[config.mk]
export PLATFORM = sky130hd
export DESIGN_NAME = skt_cell
export DESIGN_NICKNAME = d
export VERILOG_FILES = /design/src/rtl/sorted_key_table_macros.svh /design/src/rtl/skt_pkg.sv /design/src/rtl/skt_cell.sv
export SDC_FILE = /design/constraint.sdc
export NUM_CORES = 1
export LEC_CHECK = 0
export ABC_CLOCK_PERIOD_IN_PS = 3800
export BUFFER_PORTS_ARGS = -buffer_cell sky130_fd_sc_hd__buf_2
export CAP_MARGIN = 20
export CORE_MARGIN = 8
export CORE_UTILIZATION = 37
export DETAILED_ROUTE_END_ITERATION = 8
export PLACE_DENSITY = 0.68
export SYNTH_ARGS = -nofsm -noshare
export SYNTH_HDL_FRONTEND = slang
export SYNTH_SLANG_ARGS = --single-unit
export TNS_END_PERCENT = 50
[constraint.sdc]
create_clock -name clk -period 3.8 [get_ports clk]
set_input_delay 0.19 -clock clk [delete_from_list [all_inputs] [get_ports clk]]
set_output_delay 0.19 -clock clk [all_outputs]
set_load 0.01 [all_outputs]
[src/rtl/sorted_key_table_macros.svh]
// assertion macros for the sorted key table
`ifndef SORTED_KEY_TABLE_MACROS_SVH
`define SORTED_KEY_TABLE_MACROS_SVH

`ifndef SYNTH

// condition holds at every edge out of reset
`define SKT_ASSERT_ALWAYS(lbl, cond) \
  lbl: assert property (@(posedge clk) disable iff (!rst_n) (cond)) \
    else $error("sorted_key_table: invariant violated");

// antecedent at one edge implies consequent at the next
`define SKT_ASSERT_NEXT(lbl, ante, cons) \
  lbl: assert property (@(posedge clk) disable iff (!rst_n) (ante) |=> (cons)) \
    else $error("sorted_key_table: sequence violated");

`else

`define SKT_ASSERT_ALWAYS(lbl, cond)
`define SKT_ASSERT_NEXT(lbl, ante, cons)

`endif

`endif

[src/rtl/skt_pkg.sv]
`default_nettype none

package skt_pkg;

  localparam int VAL_W = 17;
  localparam int ACT_W = 2;
  localparam int ST_W  = 3;

  localparam logic [ACT_W-1:0] ACT_INSERT = 2'd0;
  localparam logic [ACT_W-1:0] ACT_REMOVE = 2'd1;
  localparam logic [ACT_W-1:0] ACT_FIND   = 2'd2;
  localparam logic [ACT_W-1:0] ACT_CLEAR  = 2'd3;

  localparam logic [ST_W-1:0] ST_INSERTED  = 3'd0;
  localparam logic [ST_W-1:0] ST_DUPLICATE = 3'd1;
  localparam logic [ST_W-1:0] ST_FULL      = 3'd2;
  localparam logic [ST_W-1:0] ST_REMOVED   = 3'd3;
  localparam logic [ST_W-1:0] ST_NOTFOUND  = 3'd4;
  localparam logic [ST_W-1:0] ST_EMPTY     = 3'd5;
  localparam logic [ST_W-1:0] ST_FOUND     = 3'd6;
  localparam logic [ST_W-1:0] ST_CLEARED   = 3'd7;

  // per-cell control broadcast from the sequencer
  typedef struct packed {
    logic cmp_en;
    logic ins_en;
    logic rem_en;
    logic clr;
  } skt_ctl_t;

  // per-cell compare result, registered in the cell
  typedef struct packed {
    logic above;  // empty or key greater than request key
    logic past;   // valid and key not below request key
    logic eq;     // valid and key equal to request key
  } skt_flags_t;

endpackage

`default_nettype wire

[src/rtl/skt_cell.sv]
`default_nettype none

module skt_cell #(
  parameter int KW = 20
) (
  input  wire logic                     clk,
  input  wire logic                     rst_n,
  input  wire skt_pkg::skt_ctl_t        ctl,
  input  wire logic [KW-1:0]            req_key,
  input  wire logic [skt_pkg::VAL_W-1:0] req_value,
  input  wire logic [KW-1:0]            lo_key,
  input  wire logic [skt_pkg::VAL_W-1:0] lo_value,
  input  wire logic                     lo_valid,
  input  wire logic                     lo_above,
  input  wire logic [KW-1:0]            hi_key,
  input  wire logic [skt_pkg::VAL_W-1:0] hi_value,
  input  wire logic                     hi_valid,
  output logic [KW-1:0]                 key,
  output logic [skt_pkg::VAL_W-1:0]     value,
  output logic                          valid,
  output skt_pkg::skt_flags_t           flags
);

  logic [KW-1:0]             key_r, key_nxt;
  logic [skt_pkg::VAL_W-1:0] value_r, value_nxt;
  logic                      valid_r, valid_nxt;
  skt_pkg::skt_flags_t       flags_r, flags_nxt;

  always_comb begin
    key_nxt   = key_r;
    value_nxt = value_r;
    valid_nxt = valid_r;
    priority if (ctl.clr) begin
      valid_nxt = 1'b0;
    end else if (ctl.ins_en && flags_r.above) begin
      if (lo_above) begin
        key_nxt   = lo_key;
        value_nxt = lo_value;
        valid_nxt = lo_valid;
      end else begin
        key_nxt   = req_key;
        value_nxt = req_value;
        valid_nxt = 1'b1;
      end
    end else if (ctl.rem_en && flags_r.past) begin
      key_nxt   = hi_key;
      value_nxt = hi_value;
      valid_nxt = hi_valid;
    end else begin
      valid_nxt = valid_r;
    end
  end

  always_comb begin
    flags_nxt = flags_r;
    if (ctl.cmp_en) begin
      flags_nxt.above = !valid_r || (key_r > req_key);
      flags_nxt.past  = valid_r && (key_r >= req_key);
      flags_nxt.eq    = valid_r && (key_r == req_key);
    end
  end

  always_ff @(posedge clk) begin
    if (!rst_n) begin
      valid_r <= 1'b0;
      flags_r <= '0;
    end else begin
      valid_r <= valid_nxt;
      flags_r <= flags_nxt;
    end
  end

  always_ff @(posedge clk) begin
    key_r   <= key_nxt;
    value_r <= value_nxt;
  end

  assign key   = key_r;
  assign value = value_r;
  assign valid = valid_r;
  assign flags = flags_r;

endmodule

`default_nettype wire

==> results.py <==
metrics = {
    "layout": {
        "multi_input_area_um2": 1252,
        "fin_nets": 547,
        "diodes": 0,
        "syn_to_final_growth_pct": 38.39,
        "fillers": 673,
        "regArea_um2": 1191,
        "layout-drive-gt1-share": 0.4338,
    },
    "clocking": {
        "path_clk_slew_ns": 0.07,
        "ctsHoldBuffers": 0,
        "cts_resized": 0,
        "cts_root_buffer": "clkbuf_8",
        "clockBufferDepth": 2,
        "insertion_delay_ns": 0.28,
        "cts_tree": "done",
        "cts_sinks": 41,
        "cts_setup_buffers": 0,
        "numCtsBuffers": 5,
        "htree_levels": 2,
    },
    "synthesis": {
        "yosysTopAreaCell": "edfxtp_1",
        "yosys.area.top_type_share": 0.4342,
        "synth_cells": 249,
        "synth.avg_cell_area_um2": 10.28,
        "synth-edff-count": 37,
        "synth_flop_cell": "edfxtp_1",
        "synthMostInstantiatedCell": "nand2_1",
        "synth_top_cells_by_count": "nand2_1 (41), o21ai_0 (39), mux2i_1 (38)",
        "ys_seq_elements": 41,
        "syn_nets": 389,
        "synth_area_um2": 2559,
        "ys_seq_area_frac": 0.4655,
        "ys_types": 31,
        "async_reset_ff_frac": 0,
        "ys.warnings.count": 0,
        "synthTopCellsByArea": "edfxtp_1 (43%), mux2i_1 (15%), ha_1 (9.8%)",
    },
    "drt": {
        "viasPerCell": 4.889,
        "dr.pass1.iters": 4,
        "drt_wl_total_mm": 7.436,
        "detail-route-antenna-nets": 0,
        "vias": 2386,
        "wl_per_cell_um": 15.24,
        "route.detailed.drc": 0,
        "initialDrtViolationCount": 53,
    },
    "sta": {
        "clock.fmax_ghz": 0.5498,
        "slew_headroom": 0.5399,
        "hold_viol_final": 0,
        "worst-slew-pin-transition_ns": 0.6887,
        "final.min_clock_period_ns": 1.819,
        "finalCritPeriodShare": 0.4787,
        "skew_ns": 0.005474,
        "drv_slew": 0,
        "setup-violations-final": 0,
        "timing.setup.tns_ns": 0,
        "rsz0062_at_grt": "no",
    },
    "grt": {
        "grt_max_degree": 77,
        "gr-total-overflow": 0,
        "grt_pass1_wl_mm": 11.98,
        "antenna_found_initial": 0,
        "grt_pass1_vias": 2572,
        "track_usage": 0.1513,
    },
    "die": {
        "io_pins": 161,
        "dieArea_um2": 9833,
        "dieWidth_um": 99.16,
        "rows": 30,
        "start_util": 0.3787,
        "die_y_um": 99.16,
        "coreArea_um2": 6756,
    },
    "critical_path": {
        "r2r_setup_slack_ns": 1.98,
        "worst_setup_path_end_kind": "register",
        "rr_endpoint": "flags[2]",
        "r2r-start": "key[17]",
        "crit_fanout": 4,
        "critPathKind": "register to register",
        "crit_path_end": "flags[2]",
        "cp-startpoint": "key[17]",
        "startpoint_type": "register",
        "cp.arrival_ns": 2.03,
        "ff2ff_path_depth": 6,
        "cp_data_required_time_ns": 4.01,
    },
    "power": {
        "leakagePower_nw": 1.842,
        "p_total_uw": 988.3,
        "p_per_area_nw_per_um2": 279.1,
        "vdd_drop_max_mv": 0.1366,
    },
    "run": {
        "cap_violations": 0,
    },
    "worst_hold_path": {
        "min_path_type": "primary input to register",
    },
    "placed_design": {
        "place_congestion": 0.7688,
        "dp_hpwl_mm": 6.131,
        "placement.io_buffers": 160,
    },
    "run_status": {
        "status": "finished clean",
    },
}
==> layer usage <==
layer | vias up | global-route usage | share of wire
met1 | 1054 | 0.1529 | 0.38
met3 | 10 | 0.06844 | 0.10
met4 | 0 | 0.05821 | 0.023
met5 | - | 0 | 0
met2 | 106 | 0.2672 | 0.50
li1 | 1216 | - | -
==> sequential cells by signal (all words and copies together), names as in the netlist <==
name,cells
flags,3
valid,1
value,17
key,20
==> cells by family (layout without fill, tap and decap cells) <==
family | count (synthesis) | after routing | share of synthesized area
AOI/OAI and AO/OA | 60 | 60 | 0.1306
and+or+nand+nor | 57 | 57 | 0.1071
DFF | 41 | 41 | 0.4655
muxes | 38 | 38 | 0.1487
buffers and inverters | 33 | 192 | 0.05037
adders and majority gates | 20 | 20 | 0.09780
==> layout by cell type (no fill, tap or decap), types with 2 or more instances in the layout <==
master and instances:
nand2b_1 2, nand3_1 2, dfxtp_1 4, nand4_1 3, o21ai_0 39, o21ai_1 2, a21o_1 3, inv_1 21
edfxtp_1 37, nand2_1 40, ha_1 20, nand4_2 2, mux2i_1 38, clkbuf_8 5, a21oi_1 7, clkinv_2 2
buf_4 2, buf_2 160
==> worst max-delay path, stage by stage (launching register included) <==
cell	delay, ns
edfxtp_1	0.40
ha_1	0.33
nand4_2	0.18
nor4_2	0.37
o21ai_1	0.10
and4b_1	0.22
a31oi_1	0.15
==> metrics by stage <==
step | area, um^2 | hold WS (ns) | setup slack, ns | std cells | utilization
floorplan | 2559 | 0.2781 | 0.6444 | 249 | -
global placement | 3438 | 0.4205 | 2.016 | 479 | 0.5089
detailed placement | 3438 | 0.4313 | 1.955 | 479 | 0.5089
CTS | 3521 | 0.1186 | 1.943 | 487 | 0.5211
global route | 3541 | 0.1301 | 1.828 | 488 | 0.5241
finish | 3541 | 0.1295 | 1.981 | 488 | 0.5241
==> cell type report <==
type	instances	area share
Sequential cell	41	0.3364
Timing Repair Buffer	163	0.2360
Clock inverter	2	0.002827
Inverter	21	0.02226
Tap cell	80	0.02827
Multi-Input combinational cell	175	0.3537
Clock buffer	6	0.02049
==> report_power, final <==
part | internal [mW] | switching, mW | leakage [nW] | total, mW
Sequential | 0.510 | 0.00509 | 0.371 | 0.515
Combinational | 0.102 | 0.0999 | 1.43 | 0.202
Clock | 0.127 | 0.144 | 0.0450 | 0.272
==> worst min-delay path by stage <==
stage	start	end	slack, ns	depth (start not counted)
3_5_place_dp	ctl[0]	valid	0.43	2
4_1_cts	ctl[0]	valid	0.12	2
5_1_grt	ctl[0]	valid	0.13	2
2_1_floorplan	ctl[0]	valid	0.28	1
6_report	ctl[0]	valid	0.13	2
3_3_place_gp	ctl[0]	valid	0.42	2
Power figures use the tool's default switching activity.
